==> src/hdl/cwc_pkg.sv <==
package cwc_pkg;

  localparam int SEQ_W    = 32;
  localparam int WIN_W    = 16;
  localparam int DUP_W    = 8;
  localparam int RTT_W    = 28;
  localparam int SAMPLE_W = 24;
  localparam int CMD_W    = 2;
  localparam int STATUS_W = 2;
  localparam int CFG_IDX_W = 1;
  localparam int CFG_DATA_W = 32;

  localparam int IN_DATA_W  = 96;
  localparam int OUT_DATA_W = 112;

  localparam logic [CFG_IDX_W-1:0] CFG_EXPECTED_PEER_SEQ = 1'b0;
  localparam logic [CFG_IDX_W-1:0] CFG_ADVERTISED_WINDOW = 1'b1;

  localparam logic [WIN_W-1:0] WIN_MAX       = 16'hFFFF;
  localparam logic [RTT_W-1:0] RTT_MAX       = 28'hFFFFFFF;
  localparam logic [DUP_W-1:0] DUP_MAX       = 8'hFF;
  localparam logic [DUP_W-1:0] DUP_TRIGGER   = 8'd3;
  localparam logic [WIN_W:0]   RECOVERY_ADD  = 17'd3;
  localparam logic [WIN_W-1:0] WIN_ONE       = 16'd1;
  localparam logic [WIN_W-1:0] ADV_WIN_RESET = 16'hFFFF;

  typedef enum logic [CMD_W-1:0] {
    CMD_ACK     = 2'd0,
    CMD_TIMEOUT = 2'd1,
    CMD_START   = 2'd2
  } cmd_t;

  typedef enum logic [STATUS_W-1:0] {
    ST_IGNORED   = 2'd0,
    ST_DUPLICATE = 2'd1,
    ST_NEW_ACK   = 2'd2,
    ST_RESTART   = 2'd3
  } status_t;

  typedef struct packed {
    logic [SEQ_W-1:0] send_base;
    logic [WIN_W-1:0] cong_window;
    logic [WIN_W-1:0] ss_threshold;
    logic [DUP_W-1:0] dup_acks;
    logic [RTT_W-1:0] rtt_est;
    logic [RTT_W-1:0] rtt_dev;
  } cc_state_t;

  typedef struct packed {
    logic [CMD_W-1:0]    command;
    logic [SEQ_W-1:0]    ack_seq;
    logic [SEQ_W-1:0]    ack_number;
    logic                ack_flag;
    logic [SAMPLE_W-1:0] rtt_sample;
  } cc_item_t;

  typedef struct packed {
    status_t          ack_status;
    logic [WIN_W-1:0] window;
    logic [WIN_W-1:0] slow_start_threshold;
    logic [WIN_W-1:0] packets_allowed;
    logic [SEQ_W-1:0] send_base_out;
    logic [RTT_W-1:0] retransmit_timeout;
  } cc_result_t;

endpackage

==> src/hdl/cwc_update.sv <==
module cwc_update
  import cwc_pkg::*;
(
  input  cc_state_t        st,
  input  cc_item_t         item,
  input  logic [SEQ_W-1:0] expected_peer_seq,
  input  logic [WIN_W-1:0] advertised_window,
  output cc_state_t        st_nxt,
  output cc_result_t       res
);

  logic [RTT_W-1:0]  est_seed;
  logic [RTT_W:0]    err;
  logic [RTT_W-3:0]  err_abs;
  logic [RTT_W:0]    est_sum;
  logic [RTT_W:0]    dev_sum;
  logic [RTT_W-1:0]  est_new;
  logic [RTT_W-1:0]  dev_new;
  logic [DUP_W-1:0]  dup_inc;
  logic [WIN_W:0]    cw_plus1;
  logic [WIN_W:0]    cw_double;
  logic [WIN_W:0]    half_plus3;
  logic [WIN_W-1:0]  cw_grow;
  logic              valid_ack;

  always_comb begin
    est_seed = (st.rtt_est == '0) ? {{(RTT_W-SAMPLE_W){1'b0}}, item.rtt_sample} : st.rtt_est;
    err = {{(RTT_W+1-SAMPLE_W){1'b0}}, item.rtt_sample} - {4'b0, est_seed[RTT_W-1:3]};
    err_abs = err[RTT_W] ? (RTT_W-2)'(-err) : err[RTT_W-3:0];
    est_sum = {1'b0, est_seed} - {4'b0, est_seed[RTT_W-1:3]}
            + {{(RTT_W+1-SAMPLE_W){1'b0}}, item.rtt_sample};
    dev_sum = {1'b0, st.rtt_dev} - {4'b0, st.rtt_dev[RTT_W-1:3]} + {3'b0, err_abs};
    est_new = est_sum[RTT_W] ? RTT_MAX : est_sum[RTT_W-1:0];
    dev_new = dev_sum[RTT_W] ? RTT_MAX : dev_sum[RTT_W-1:0];

    dup_inc    = (st.dup_acks == DUP_MAX) ? DUP_MAX : st.dup_acks + 8'd1;
    cw_plus1   = {1'b0, st.cong_window} + 17'd1;
    cw_double  = {st.cong_window, 1'b0};
    half_plus3 = {2'b0, st.cong_window[WIN_W-1:1]} + RECOVERY_ADD;
    valid_ack  = item.ack_flag && (item.ack_seq == expected_peer_seq);
    if (cw_double > {1'b0, st.ss_threshold}) begin
      cw_grow = cw_plus1[WIN_W] ? WIN_MAX : cw_plus1[WIN_W-1:0];
    end else begin
      cw_grow = cw_double[WIN_W] ? WIN_MAX : cw_double[WIN_W-1:0];
    end

    st_nxt = st;
    res.ack_status = ST_IGNORED;
    case (item.command)
      CMD_START: begin
        st_nxt.cong_window  = WIN_ONE;
        st_nxt.dup_acks     = '0;
        st_nxt.ss_threshold = advertised_window;
        res.ack_status      = ST_RESTART;
      end
      CMD_TIMEOUT: begin
        st_nxt.ss_threshold = {1'b0, st.cong_window[WIN_W-1:1]};
        st_nxt.cong_window  = WIN_ONE;
        st_nxt.dup_acks     = '0;
        res.ack_status      = ST_RESTART;
      end
      CMD_ACK: begin
        st_nxt.rtt_est = est_new;
        st_nxt.rtt_dev = dev_new;
        if (valid_ack) begin
          if (item.ack_number == st.send_base) begin
            st_nxt.dup_acks = dup_inc;
            if (dup_inc == DUP_TRIGGER) begin
              st_nxt.ss_threshold = {1'b0, st.cong_window[WIN_W-1:1]};
              st_nxt.cong_window  = half_plus3[WIN_W-1:0];
            end else if (dup_inc > DUP_TRIGGER) begin
              st_nxt.cong_window = cw_plus1[WIN_W] ? WIN_MAX : cw_plus1[WIN_W-1:0];
            end
            res.ack_status = ST_DUPLICATE;
          end else begin
            st_nxt.cong_window = (st.dup_acks >= DUP_TRIGGER) ? st.ss_threshold : cw_grow;
            st_nxt.dup_acks    = '0;
            st_nxt.send_base   = item.ack_number;
            res.ack_status     = ST_NEW_ACK;
          end
        end
      end
      default: begin
        res.ack_status = ST_IGNORED;
      end
    endcase

    res.window               = st_nxt.cong_window;
    res.slow_start_threshold = st_nxt.ss_threshold;
    res.packets_allowed      = (st_nxt.cong_window < advertised_window) ?
                               st_nxt.cong_window : advertised_window;
    res.send_base_out        = st_nxt.send_base;
    res.retransmit_timeout   = {3'b0, st_nxt.rtt_est[RTT_W-1:3]}
                             + {1'b0, st_nxt.rtt_dev[RTT_W-1:1]};
  end

endmodule

==> src/hdl/congestion_window_controller.sv <==
// Sender-side congestion window controller in the style of TCP Reno.
// Each input beat carries one event: an ack, a retransmission timeout or a
// start of transfer, selected by in_tuser. Every accepted beat yields exactly
// one output beat with the status, the updated window and threshold, the
// number of packets allowed in flight, the send base and the next
// retransmission timeout.
// The block has an input register and a result register with the update
// logic between them; an accepted beat moves from the input register into
// the result register, where its result is presented, and one beat per
// cycle is sustained while out_tready stays high.
// The window state is updated in the cycle an item moves into the result
// register, so back-to-back items always see the state left by the one
// before.
// When the receiver holds out_tready low, the result register keeps its beat
// and the input register can still take one more beat; in_tready falls only
// when both are full.
// The synchronous reset empties both registers and loads the initial window
// state. The user writes configuration registers through cfg_wr_en, cfg_index
// and cfg_wdata while no beat is in flight; the block does not enforce it.
module congestion_window_controller
  import cwc_pkg::*;
(
  input  logic                  clk,
  input  logic                  rst_n,
  input  logic                  cfg_wr_en,
  input  logic [CFG_IDX_W-1:0]  cfg_index,
  input  logic [CFG_DATA_W-1:0] cfg_wdata,
  input  logic                  in_tvalid,
  output logic                  in_tready,
  // ack_seq[31:0], ack_number[63:32], ack_flag[64], rtt_sample[88:65], zero fill.
  input  logic [IN_DATA_W-1:0]  in_tdata,
  // command[1:0].
  input  logic [CMD_W-1:0]      in_tuser,
  output logic                  out_tvalid,
  input  logic                  out_tready,
  // window[15:0], slow_start_threshold[31:16], packets_allowed[47:32],
  // send_base_out[79:48], retransmit_timeout[107:80], zero fill.
  output logic [OUT_DATA_W-1:0] out_tdata,
  // ack_status[1:0].
  output logic [STATUS_W-1:0]   out_tuser
);

  logic [SEQ_W-1:0] exp_seq_r, exp_seq_nxt;
  logic [WIN_W-1:0] adv_win_r, adv_win_nxt;
  cc_state_t        st_r, st_nxt, st_upd;
  cc_item_t         item_r, item_nxt;
  cc_result_t       res_r, res_nxt, res_upd;
  logic             s1_valid_r, s1_valid_nxt;
  logic             out_valid_r, out_valid_nxt;
  logic             s2_ready, s1_load, s2_load;

  cwc_update u_update (
    .st                (st_r),
    .item              (item_r),
    .expected_peer_seq (exp_seq_r),
    .advertised_window (adv_win_r),
    .st_nxt            (st_upd),
    .res               (res_upd)
  );

  always_comb begin
    s2_ready  = !out_valid_r || out_tready;
    in_tready = !s1_valid_r || s2_ready;
    s1_load   = in_tvalid && in_tready;
    s2_load   = s1_valid_r && s2_ready;

    s1_valid_nxt  = s1_load ? 1'b1 : (s2_load ? 1'b0 : s1_valid_r);
    out_valid_nxt = s2_load ? 1'b1 : (out_tready ? 1'b0 : out_valid_r);

    item_nxt = item_r;
    if (s1_load) begin
      item_nxt.command    = in_tuser;
      item_nxt.ack_seq    = in_tdata[31:0];
      item_nxt.ack_number = in_tdata[63:32];
      item_nxt.ack_flag   = in_tdata[64];
      item_nxt.rtt_sample = in_tdata[88:65];
    end

    st_nxt  = s2_load ? st_upd : st_r;
    res_nxt = s2_load ? res_upd : res_r;

    exp_seq_nxt = exp_seq_r;
    adv_win_nxt = adv_win_r;
    if (cfg_wr_en) begin
      case (cfg_index)
        CFG_EXPECTED_PEER_SEQ: exp_seq_nxt = cfg_wdata;
        CFG_ADVERTISED_WINDOW: adv_win_nxt = cfg_wdata[WIN_W-1:0];
        default: begin
          exp_seq_nxt = exp_seq_r;
        end
      endcase
    end
  end

  always_ff @(posedge clk) begin
    if (!rst_n) begin
      s1_valid_r          <= 1'b0;
      out_valid_r         <= 1'b0;
      exp_seq_r           <= '0;
      adv_win_r           <= ADV_WIN_RESET;
      st_r.send_base      <= '0;
      st_r.cong_window    <= WIN_ONE;
      st_r.ss_threshold   <= '0;
      st_r.dup_acks       <= '0;
      st_r.rtt_est        <= '0;
      st_r.rtt_dev        <= {{(RTT_W-1){1'b0}}, 1'b1};
    end else begin
      s1_valid_r  <= s1_valid_nxt;
      out_valid_r <= out_valid_nxt;
      exp_seq_r   <= exp_seq_nxt;
      adv_win_r   <= adv_win_nxt;
      st_r        <= st_nxt;
    end
  end

  always_ff @(posedge clk) begin
    item_r <= item_nxt;
    res_r  <= res_nxt;
  end

  assign out_tvalid = out_valid_r;
  assign out_tuser  = res_r.ack_status;
  assign out_tdata  = {4'b0, res_r.retransmit_timeout, res_r.send_base_out,
                       res_r.packets_allowed, res_r.slow_start_threshold, res_r.window};

endmodule

==> config.mk <==
export PLATFORM = sky130hd
export DESIGN_NAME = congestion_window_controller
export DESIGN_NICKNAME = d
export VERILOG_FILES = /design/src/hdl/cwc_pkg.sv /design/src/hdl/cwc_update.sv /design/src/hdl/congestion_window_controller.sv
export SDC_FILE = /design/constraint.sdc
export NUM_CORES = 1
export LEC_CHECK = 0
export BUFFER_PORTS_ARGS = -buffer_cell sky130_fd_sc_hd__buf_4
export CAP_MARGIN = 10
export CORE_MARGIN = 10
export CORE_UTILIZATION = 47
export DETAILED_ROUTE_END_ITERATION = 7
export PLACE_DENSITY = 0.65
export SLEW_MARGIN = 40
export SYNTH_ARGS = -nofsm -noshare
export SYNTH_HDL_FRONTEND = slang
export SYNTH_SLANG_ARGS = --single-unit
==> constraint.sdc <==
create_clock -name clk -period 20.9 [get_ports clk]
set_input_delay 3.135 -clock clk [delete_from_list [all_inputs] [get_ports clk]]
set_output_delay 3.135 -clock clk [all_outputs]
set_load 0.1 [all_outputs]
Word-level counts from Yosys, hierarchy flattened
Index checks and enable logic that the tools add are counted.
- $add $sub $neg: 10
- muxes and demuxes: 28
- reduce and logical (&&, ||, !) cells: 17
- $lt $le $gt $ge: 4
- bitwise gates (word level): 1
- eq/ne operators: 7
- operators with widths (cell ; count):
    16-bit two-way mux ; 10
    40-bit one-hot mux with 3 select lines ; 1
    28-bit two-way mux ; 3
    72-bit two-way mux ; 1
    32-bit == test ; 2
    32-bit two-way mux ; 2
    28-bit by 25-bit subtractor with 29-bit output ; 2
    56-bit two-way mux ; 1
    29-bit by 24-bit adder with 29-bit output ; 1
    29-bit by 26-bit adder with 29-bit output ; 1
    25-bit by 27-bit adder with 28-bit output ; 1
    28-bit zero test ; 1
    26-bit two-way mux ; 1
    26-bit negation ; 1
    24-bit by 25-bit subtractor with 26-bit output ; 1
    16-bit by 1-bit adder with 17-bit output, second input constant ; 1
    17-bit by 16-bit greater-than comparator with 1-bit output ; 1
    15-bit by 2-bit adder with 16-bit output, second input constant ; 1
    16-bit less-than comparator ; 1
    8-bit two-way mux ; 2
    8-bit by 1-bit adder with 8-bit output, second input constant ; 1
    8-bit by 2-bit == test with 1-bit output, second input constant ; 1
    8-bit == test, second input constant ; 1
    8-bit by 2-bit greater-or-equal comparator with 1-bit output, second input constant ; 1
    other kinds (17) ; 28
- input bits: 136
- register bits: 379

Longest topological paths before layout
Gate-level depths: netlist (run 1).
- word-level depth: 10
- gate-level depth with buffers: 45
- gate-level depth less buffers: 43

Modules after synthesis
A second synthesis (run 1) with hierarchy kept.
- cells, all modules: 2938
- area total of the unflattened synthesis: 26210.1 µm²
- by module, submodules not included (module ; area an instance (µm²) ; instances ; cells each ; sequential area each (µm²)):
    cwc_update ; 13280.2 ; 1 ; 1956 ; 0.0
    congestion_window_controller ; 12929.9 ; 1 ; 982 ; 9599.2

Worst setup path before layout (run 1)
No wires, ideal clock.
- path kind: register to register
- start: register st_r[55] (netlist name)
- end: register res_r, in the netlist out_tdata[106], data pin
- cell stages (with the launch flop): 43
- required time: 20639 ps
- arrival: 9632 ps
- slack: 11007 ps
- clock period less this slack: 9893 ps
- buffers on the path: 3
- library setup time: 261 ps
- cells stage by stage: dfxtp_1 inv_1 ha_1 nor4b_1 nand4_1 nor2_1 clkbuf_1 a21oi_1 ha_1 buf_2 a21o_1 and2_1 o311ai_1 a21boi_0 xnor2_1 nand2_1 or3_1 or4_1 [7 not listed] a2111o_1 a32o_1 a21oi_1 o21ai_0 xnor2_1 clkbuf_1 nor2_1 a21oi_1 ha_1 a211o_1 or3_1 o21ai_0 nor3_1 o22ai_1 o21ai_0 a2111o_1 nand3_1 xnor2_1
- RTL lines (item ; line ; source):
    start, declared ; congestion_window_controller.sv:45 ; cc_state_t st_r, st_nxt, st_upd;
    start signal, assigned ; congestion_window_controller.sv:112 ; st_r <= st_nxt;
    end signal, assigned ; congestion_window_controller.sv:118 ; res_r <= res_nxt;
    end, declared ; congestion_window_controller.sv:47 ; cc_result_t res_r, res_nxt, res_upd;

==> results_dict.tcl, run 1 <==
set metrics [dict create \
    comb_power_share_pct 47.2 \
    ctsHoldBuffers 0 \
    setup_violations 0 \
    ys.flop_type "edfxtp_1" \
    min_period_ns 12.67 \
    seq_area_frac_synth_pct 38.36 \
    portBuffers 240 \
    cts_setup_buffers 0 \
    grt_use_met1_pct 28.44 \
    cp-start-kind "register" \
    max_slew.worst_pin.slew_ns 0.8222 \
    nets 3307 \
    gp_congestion 0.9005 \
    num_antenna_cells 0 \
    cp_data_required_time_ns 21.21 \
    p_int_w 0.001791 \
    clockRootBuffer "clkbuf_16" \
    wl_per_cell_um 20.21 \
    use_met2_pct 38.70 \
    synthMuxAreaShare_pct 2.795 \
    grt_start_max_net_pins 103 \
    synth_xor_xnor_area_share_pct 6.531 \
    cpMostUsedCell "o21ai_0" \
    clkTransAtPathRegs_ns 0.06 \
    io_pins 252 \
    slowest_stage "a311oi_1" \
    finalHoldViolations 0 \
    rows 84 \
    synth_edf_count 201 \
    vias 21489 \
    power_per_cell_area_mw_per_mm2 105.3 \
    crit_arrival_ns 12.98 \
    busiest_layer "met2" \
    drv_cap 0 \
    syn_area_mm2 0.02502 \
    cts_buffer_depth 3 \
    antenna_found_initial 0 \
    synth_warnings 0 \
    met3_usage_pct 2.376 \
    crit_type "reg -> reg" \
    grt_pass1_wl_um 114800 \
    drc_errors 0 \
    n_fill_cell 4687 \
    synth_cell_types 90 \
    peakVddDrop_uv 72.85 \
    synth_top_family_by_area "compound AO/OA/AOI/OAI gates" \
    syn_area_per_cell_um2 8.946 \
    drt-pass1-iter-count 6 \
    crit_path_max_incr_delay_ns 0.66 \
    wl_um 74630 \
    drtIter0Drc 1651 \
    synth_cells 2797 \
    fin_crit_sh_pct 60.63 \
    dpl-instance-area_mm2 0.02742 \
    yosys.area_share.adder_pct 11.58 \
    areaGrowthSynthToFinish_pct 15.17 \
    async_reset_ff_share_pct 0 \
    regArea_mm2 0.009599 \
    grt_pass1_vias 20776 \
    r2r_slack_ns 8.23 \
    dp_hpwl_um 55840 \
    crit_path_max_fanout 24 \
    core_area_mm2 0.05266 \
    grt_use_total_pct 22.45 \
    dieHeight_um 250.7 \
    setup_tns_ns 0 \
    cts_inserted_buffers 43 \
    post_cts_resized 0 \
    drive_above_1_share_pct 14.01 \
    endpoint_kind "register" \
    grt-ovfl-total 0 \
    slew-limit-headroom_pct 44.82 \
    min_path_type "reg -> reg" \
    status "completed" \
    drt.antenna.violating_nets 0 \
    cts_tree "done" \
    path_delay_family "compound AO/OA/AOI/OAI gates" \
    cts_sinks 379 \
    path_buf_inv 7 \
    clock.fmax_mhz 78.92 \
    start_util_pct 47.52 \
    stdcell_area_mm2 0.02882 \
    fp.dieW_um 250.7 \
    power_switching_w 0.001244 \
    p_leak_nw 11.73 \
    post_drt_via_cell_ratio 5.820 \
    sequentialPowerShare_pct 28.2 \
    multiInputGateArea_mm2 0.01423 \
    post_synth_and_or_nand_nor_area_fraction_pct 14.82 \
    ys_seq_elements 379 \
    slew_viol_final 0 \
    final.setup_skew_ns 0.02533 \
    rsz0062_at_grt "no" \
    clock_latency_ns 0.59 \
    p_sw_share_pct 40.99 \
    synth_compound_area_share_pct 20.78 \
    clockPowerShare_pct 24.7 \
    htreeDepth 2 \
    floorplan.die_area_mm2 0.06287 \
]
[worst register-to-register path: cells and delay by family (launching register included)]
family | cells | cell delay, ns
AOI/OAI and AO/OA | 20 | 6.37
xor gates and xnor gates | 2 | 0.30
adders and majority gates | 6 | 2.24
buffers and inverters | 7 | 1.15
DFF | 1 | 0.33
and+or+nand+nor | 9 | 1.99
[power groups by stage]
stage                     sequential (W)  clock, W  combinational, W
final                           0.000854  0.000748           0.00143
after global routing            0.000858  0.000790           0.00158
after CTS                       0.000854  0.000761           0.00142
after detailed placement        0.000870         0           0.00140
after global placement          0.000869         0           0.00138
after floorplan                 0.000973         0          0.000983
[final timing paths]
path,to,depth (start not counted),start
setup / recovery,out_tdata[106],44,st_r[54]
setup reg to reg,out_tdata[106],44,st_r[54]
hold / removal,exp_seq_r[23],2,exp_seq_r[23]
hold reg to reg,exp_seq_r[23],2,exp_seq_r[23]
[layer usage]
layer / routed length [µm] / up-vias
li1: - / 10376
met1: 31990 / 10358
met2: 36710 / 615
met3: 3232 / 140
met4: 2698 / 0
met5: 0 / -
[stage by stage]
stage               util [%]  setup slack (ns)  cells  hold WS [ns]  total power (W)
floorplan                  -             11.01   2800        0.4481         0.001956
global placement       51.95             8.524   3611        0.4538         0.002252
detailed placement     52.07             8.363   3613        0.4630         0.002275
CTS                    54.70             8.258   3692        0.4708         0.003031
global route           54.73             7.279   3692        0.4913         0.003226
finish                 54.73             8.229   3692        0.4678         0.003035
[area by class of cell]
cell class / instances / share of cell area [%]
inverter: 197 / 2.583
tap: 688 / 2.987
multi-input combinational: 2088 / 49.38
clock inverter: 20 / 0.6079
timing repair buffer: 261 / 6.938
clock buffer: 59 / 4.190
sequential: 379 / 33.31
[Yosys cell counts, types with 43 or more instances]
cell type | count | area (µm²)
xor2_1 | 43 | 376.6
clkbuf_1 | 118 | 442.9
nand2_1 | 281 | 1055
nor3_1 | 43 | 215.2
inv_1 | 196 | 735.7
dfxtp_1 | 178 | 3563
a21o_1 | 69 | 518.0
nand3_1 | 44 | 220.2
o21ai_0 | 145 | 725.7
ha_1 | 150 | 1877
edfxtp_1 | 201 | 6036
nor2_1 | 233 | 874.6
a21oi_1 | 348 | 1742
fa_1 | 51 | 1021
xnor2_1 | 141 | 1235
[placed cells by master, fill, tap and decap left out, drive strengths merged, types with 29 or more instances in the layout]
master / count
o211ai: 31
a21o: 69
ha: 150
fa: 51
nand4: 33
clkbuf: 60
mux2: 49
o21ai: 149
edfxtp: 201
nand2b: 32
nor3: 44
o21a: 29
xnor2: 141
buf: 260
xor2: 43
inv: 200
nand2: 281
nand3: 45
a21oi: 348
nor2: 234
dfxtp: 178
[sequential cells by signal (all words and copies together), names as in the netlist]
signal	cells
adv_win_r	16
exp_seq_r	32
item_r	91
out_tdata	108
out_tuser	2
out_tvalid	1
s1_valid_r	1
st_r	128
[cells by family after synthesis]
family | Yosys count
other cells | 1
mux | 60
buf+inv | 333
xor+xnor | 185
fa+ha+maj | 201
compound gates | 835
simple gates | 803
flops | 379
No activity file was read; power rests on OpenSTA's default activity.
==> run 2, diff against run 1 <==
==> constraint.sdc (replaced) <==
create_clock -name clk -period 13.2 [get_ports clk]
set_input_delay 1.98 -clock clk [delete_from_list [all_inputs] [get_ports clk]]
set_output_delay 1.98 -clock clk [all_outputs]
set_load 0.1 [all_outputs]
==> results_dict.tcl, run 2 (synthesis results as in run 1) <==
set metrics [dict create \
    setup_tns_ns 0 \
    comb_power_share_pct 46.6 \
    dieHeight_um 250.7 \
    p_int_w 0.002917 \
    min_path_type "reg -> reg" \
    finalHoldViolations 0 \
    num_antenna_cells 0 \
    grt_start_max_net_pins 103 \
    portBuffers 240 \
    rows 84 \
    most-common-layout-cells "347 x a21oi_1, 279 x nand2_1, 257 x buf_4" \
    antenna_found_initial 0 \
    dpl-instance-area_mm2 0.02744 \
    layout_commonest_cell "a21oi_1" \
    largest_reg_flops 128 \
    slew-limit-headroom_pct 42.37 \
    path_buf_inv 5 \
    grt_pass1_vias 20727 \
    drv_cap 0 \
    grt-ovfl-total 0 \
    cts_sinks 379 \
    clkTransAtPathRegs_ns 0.06 \
    rsz0062_at_grt "no" \
    drt.antenna.violating_nets 0 \
    drive_above_1_share_pct 14.10 \
    drt-pass1-iter-count 5 \
    p_leak_nw 11.80 \
    power_switching_w 0.001981 \
    grt_use_total_pct 22.70 \
    wl_um 75420 \
    crit_arrival_ns 12.56 \
    setup_slack_ns 0.9579 \
    sequentialPowerShare_pct 27.6 \
    io_pins 252 \
    cpMostUsedCell "o21ai_0" \
    crit_type "reg -> reg" \
    dp_hpwl_um 56290 \
    floorplan.die_area_mm2 0.06287 \
    n_fill_cell 4678 \
    post-route-util_pct 54.96 \
    clock.fmax_mhz 81.69 \
    htreeDepth 2 \
    crit_path_max_incr_delay_ns 0.63 \
    path_delay_family "compound AO/OA/AOI/OAI gates" \
    clockRootBuffer "clkbuf_16" \
    post_cts_resized 0 \
    grt_pass1_wl_um 115700 \
    p_sw_share_pct 40.44 \
    max_slew.worst_pin.slew_ns 0.8644 \
    slew_viol_final 0 \
    endpoint_kind "register" \
    areaGrowthSynthToFinish_pct 15.66 \
    ctsHoldBuffers 0 \
    start_util_pct 47.52 \
    cts_buffer_depth 3 \
    wl_per_cell_um 20.41 \
    crit_path_max_fanout 24 \
    cp_data_required_time_ns 13.51 \
    power_per_cell_area_mw_per_mm2 169.3 \
    drtIter0Drc 1654 \
    drc_errors 0 \
    setup_violations 0 \
    nets 3310 \
    cts_inserted_buffers 43 \
    peakVddDrop_uv 106.4 \
    largest-register "st_r" \
    status "completed" \
    min_period_ns 12.24 \
    post-place-ws_ns 0.9472 \
    slowest_stage "or4_1" \
    fin_crit_sh_pct 92.74 \
    post_drt_via_cell_ratio 5.816 \
    cp-start-kind "register" \
    cts_tree "done" \
    core_area_mm2 0.05266 \
    final.setup_skew_ns 0.02540 \
    vias 21495 \
    fp.dieW_um 250.7 \
    clock_latency_ns 0.59 \
    clockPowerShare_pct 25.8 \
    gp_congestion 0.8773 \
    cts_setup_buffers 0 \
    stdcell_area_mm2 0.02894 \
]
[run 2: changes by cell type in the layout (fill, tap and decap cells not counted), sizes merged]
| cell | previous run | this run |
|---|---|---|
| buf | 260 | 264 |
| bufinv | 1 | 6 |
| clkbuf | 60 | 57 |
| clkinv | 13 | 12 |
| clkinvlp | 3 | 2 |
[run 2: worst paths after layout]
check                      from              to  cells past startpoint  slack [ns]
setup reg to reg       st_r[54]  out_tdata[106]                     44        0.96
hold / removal    exp_seq_r[26]   exp_seq_r[26]                      2        0.47
setup / recovery       st_r[54]  out_tdata[106]                     44        0.96
hold reg to reg   exp_seq_r[26]   exp_seq_r[26]                      2        0.47
[run 2: cell type report]
| cell class | instances | area, µm² | share of cell area [%] |
|---|---|---|---|
| Multi-Input combinational cell | 2088 | 14230 | 49.17 |
| Sequential cell | 379 | 9599 | 33.17 |
| Timing Repair Buffer | 264 | 2024 | 6.996 |
| Clock buffer | 57 | 1169 | 4.038 |
| Tap cell | 688 | 860.8 | 2.975 |
| Inverter | 197 | 747.0 | 2.581 |
| Clock inverter | 23 | 310.3 | 1.072 |
[run 2: worst register-to-register path, delay by kind of cell (launching register included)]
family / cells / cell delay [ns]
flops: 1 / 0.34
xor+xnor: 4 / 1.25
buf+inv: 5 / 0.81
simple gates: 10 / 2.92
fa+ha+maj: 7 / 1.95
compound gates: 18 / 4.71
[run 2: power groups by stage]
stage	combinational [W]	sequential (W)	clock, W
CTS	0.00225	0.00135	0.00129
floorplan	0.00156	0.00154	0
global placement	0.00219	0.00138	0
finish	0.00228	0.00135	0.00126
detailed placement	0.00223	0.00138	0
global route	0.00250	0.00136	0.00133
[run 2: layer usage]
| layer | up-vias | global-route usage [%] | share of wire, % |
|---|---|---|---|
| li1 | 10364 | - | - |
| met3 | 120 | 2.325 | 4.4 |
| met1 | 10349 | 28.48 | 43 |
| met4 | 0 | 7.212 | 3.0 |
| met2 | 662 | 40.22 | 50 |
| met5 | - | 0 | 0 |
[run 2: per-stage QoR]
| stage | std cells | power [W] | hold slack (ns) |
|---|---|---|---|
| after floorplan | 2800 | 0.003097 | 0.4481 |
| after global placement | 3613 | 0.003569 | 0.4541 |
| after detailed placement | 3616 | 0.003609 | 0.4593 |
| after CTS | 3696 | 0.004889 | 0.4676 |
| after global routing | 3696 | 0.005192 | 0.4888 |
| final | 3696 | 0.004898 | 0.4661 |
==> run 3, diff against run 2 <==
--- a/config.mk
+++ b/config.mk
@@ -14,4 +14,5 @@
 export SLEW_MARGIN = 40
 export SYNTH_ARGS = -nofsm -noshare
 export SYNTH_HDL_FRONTEND = slang
+export SYNTH_HIERARCHICAL = 1
 export SYNTH_SLANG_ARGS = --single-unit
==> results_dict.tcl, run 3 <==
set metrics [dict create \
    status "completed" \
    met3_usage_pct 3.282 \
    clock.fmax_mhz 85.00 \
    slew-limit-headroom_pct 45.42 \
    hold_ws_ns 0.4753 \
    yosysMostFrequentCell "nand2_1" \
    setup_tns_ns 0 \
    areaGrowthSynthToFinish_pct 13.01 \
    grt_start_max_net_pins 130 \
    htreeDepth 2 \
    clock_latency_ns 0.58 \
    num_antenna_cells 0 \
    portBuffers 240 \
    busiest_layer "met2" \
    crit_path_max_fanout 26 \
    ctsHoldBuffers 0 \
    post_cts_resized 0 \
    max_slew.worst_pin.slew_ns 0.8170 \
    clockRootBuffer "clkbuf_16" \
    grt_use_met1_pct 26.55 \
    hold_depth 2 \
    drive_above_1_share_pct 13.41 \
    floorplan.die_area_mm2 0.06561 \
    synth_cells 2938 \
    power_per_cell_area_mw_per_mm2 189.9 \
    largest-register "st_r" \
    fin_crit_sh_pct 89.12 \
    largest_reg_flops 128 \
    layout_commonest_cell "nand2_1" \
    wl_per_cell_um 19.22 \
    rows 86 \
    cts_setup_buffers 0 \
    peakVddDrop_uv 146.3 \
    worstRegToRegCells 44 \
    cp_data_required_time_ns 13.52 \
    cts_inserted_buffers 44 \
    wl_um 73570 \
    p_leak_nw 12.15 \
    cts_tree "done" \
    clkTransAtPathRegs_ns 0.06 \
    grt_pass1_vias 21426 \
    drt.antenna.violating_nets 0 \
    drc_errors 0 \
    grt_pass1_wl_um 116200 \
    nets 3383 \
    seq_area_frac_synth_pct 36.62 \
    cp-start-kind "register" \
    netlist.area_leader.share_pct 23.03 \
    use_met2_pct 38.33 \
    yosys-top-cells-count "464 x nand2_1, 208 x inv_1, 201 x edfxtp_1" \
    final.setup_skew_ns 0.02575 \
    drtIter0Drc 1470 \
    synth_edf_count 201 \
    crit_type "reg -> reg" \
    power_switching_w 0.002371 \
    slowest_stage "fa_1" \
    dp_hpwl_um 55020 \
    fp.dieW_um 256.2 \
    setup_violations 0 \
    min_path_type "reg -> reg" \
    finalHoldViolations 0 \
    grt-ovfl-total 0 \
    synth_cell_types 82 \
    syn_area_per_cell_um2 8.921 \
    yosysTopAreaCell "edfxtp_1" \
    slew_viol_final 0 \
    endpoint_kind "register" \
    cpMostUsedCell "o21ai_0" \
    grt_use_total_pct 21.63 \
    min_period_ns 11.76 \
    ys_seq_elements 379 \
    p_int_w 0.003253 \
    crit_arrival_ns 12.08 \
    cts_sinks 379 \
    core_area_mm2 0.05520 \
    io_pins 252 \
    start_util_pct 47.48 \
    synth_warnings 6 \
    most-common-layout-cells "463 x nand2_1, 260 x buf_4, 208 x inv_1" \
    async_reset_ff_share_pct 0 \
    syn_area_mm2 0.02621 \
    dieHeight_um 256.2 \
    comb_power_share_pct 52.6 \
    drt-pass1-iter-count 6 \
    vias 21668 \
    gp_congestion 0.9213 \
    rsz0062_at_grt "no" \
    crit_path_max_incr_delay_ns 0.53 \
    antenna_found_initial 0 \
    ys.flop_type "edfxtp_1" \
    p_sw_share_pct 42.16 \
    cts_buffer_depth 3 \
    clockPowerShare_pct 22.8 \
    sequentialPowerShare_pct 24.6 \
    synthTopCellsByArea "edfxtp_1 23%, dfxtp_1 14%, ha_1 7.2%" \
    drv_cap 0 \
    post_drt_via_cell_ratio 5.660 \
]
run 3: final timing paths:
check	start	slack [ns]	to
max	st_r[55]	1.44	out_tdata[106]
min	exp_seq_r[15]	0.48	exp_seq_r[15]
max reg2reg	st_r[55]	1.44	out_tdata[106]
min reg2reg	exp_seq_r[15]	0.48	exp_seq_r[15]
run 3: cell families (layout without fill, tap and decap cells):
| family | count (synthesis) | in the layout | share of synthesized area, % |
|---|---|---|---|
| and+or+nand+nor | 931 | 931 | 15.76 |
| AOI/OAI and AO/OA | 643 | 643 | 15.74 |
| buffers and inverters | 417 | 556 | 7.337 |
| DFF | 379 | 379 | 36.62 |
| adders and majority gates | 201 | 201 | 11.06 |
| xor gates and xnor gates | 187 | 187 | 6.249 |
| muxes | 179 | 179 | 7.213 |
| other | 1 | 4 | 0.01431 |
run 3: stage by stage:
stage          power [W]  instance area (µm²)  worst slack (ns)  utilization, %  instances
2_1_floorplan   0.003678                26220             3.625               -       2941
3_3_place_gp    0.004238                28050             1.720           50.82       3747
3_5_place_dp    0.004310                28070             1.612           50.86       3747
4_1_cts         0.005620                29590             1.583           53.60       3827
5_1_grt         0.006031                29620            0.6534           53.66       3828
6_report        0.005624                29620             1.436           53.66       3828
run 3: per-layer routing:
metal  routed length, µm  vias to the layer above
li1                    -                    10486
met1               30990                    10428
met2               36640                      636
met3                3879                      118
met4                2057                        0
met5                   0                        -
run 3: cell type report:
class / count / area, µm²
clock buffer: 53 / 1155
clock inverter: 27 / 360.3
fill: 4995 / 25580
inverter: 211 / 792.0
multi-input combinational: 2145 / 14760
sequential: 379 / 9599
tap: 748 / 935.9
timing repair buffer: 265 / 2021
run 3: worst max-delay path, delay by kind of cell, from the launching register on:
kind	cells	cell delay, ns
AOI/OAI and AO/OA	22	5.81
and+or+nand+nor	9	1.83
xor gates and xnor gates	2	0.41
adders and majority gates	6	2.33
buffers and inverters	5	0.77
DFF	1	0.32
run 3: power by group through the flow:
stage,combinational (W),clock [W],sequential [W]
3_3_place_gp,0.00283,0,0.00141
4_1_cts,0.00292,0.00131,0.00139
2_1_floorplan,0.00209,0,0.00159
6_report,0.00296,0.00128,0.00138
5_1_grt,0.00328,0.00136,0.00139
3_5_place_dp,0.00290,0,0.00141
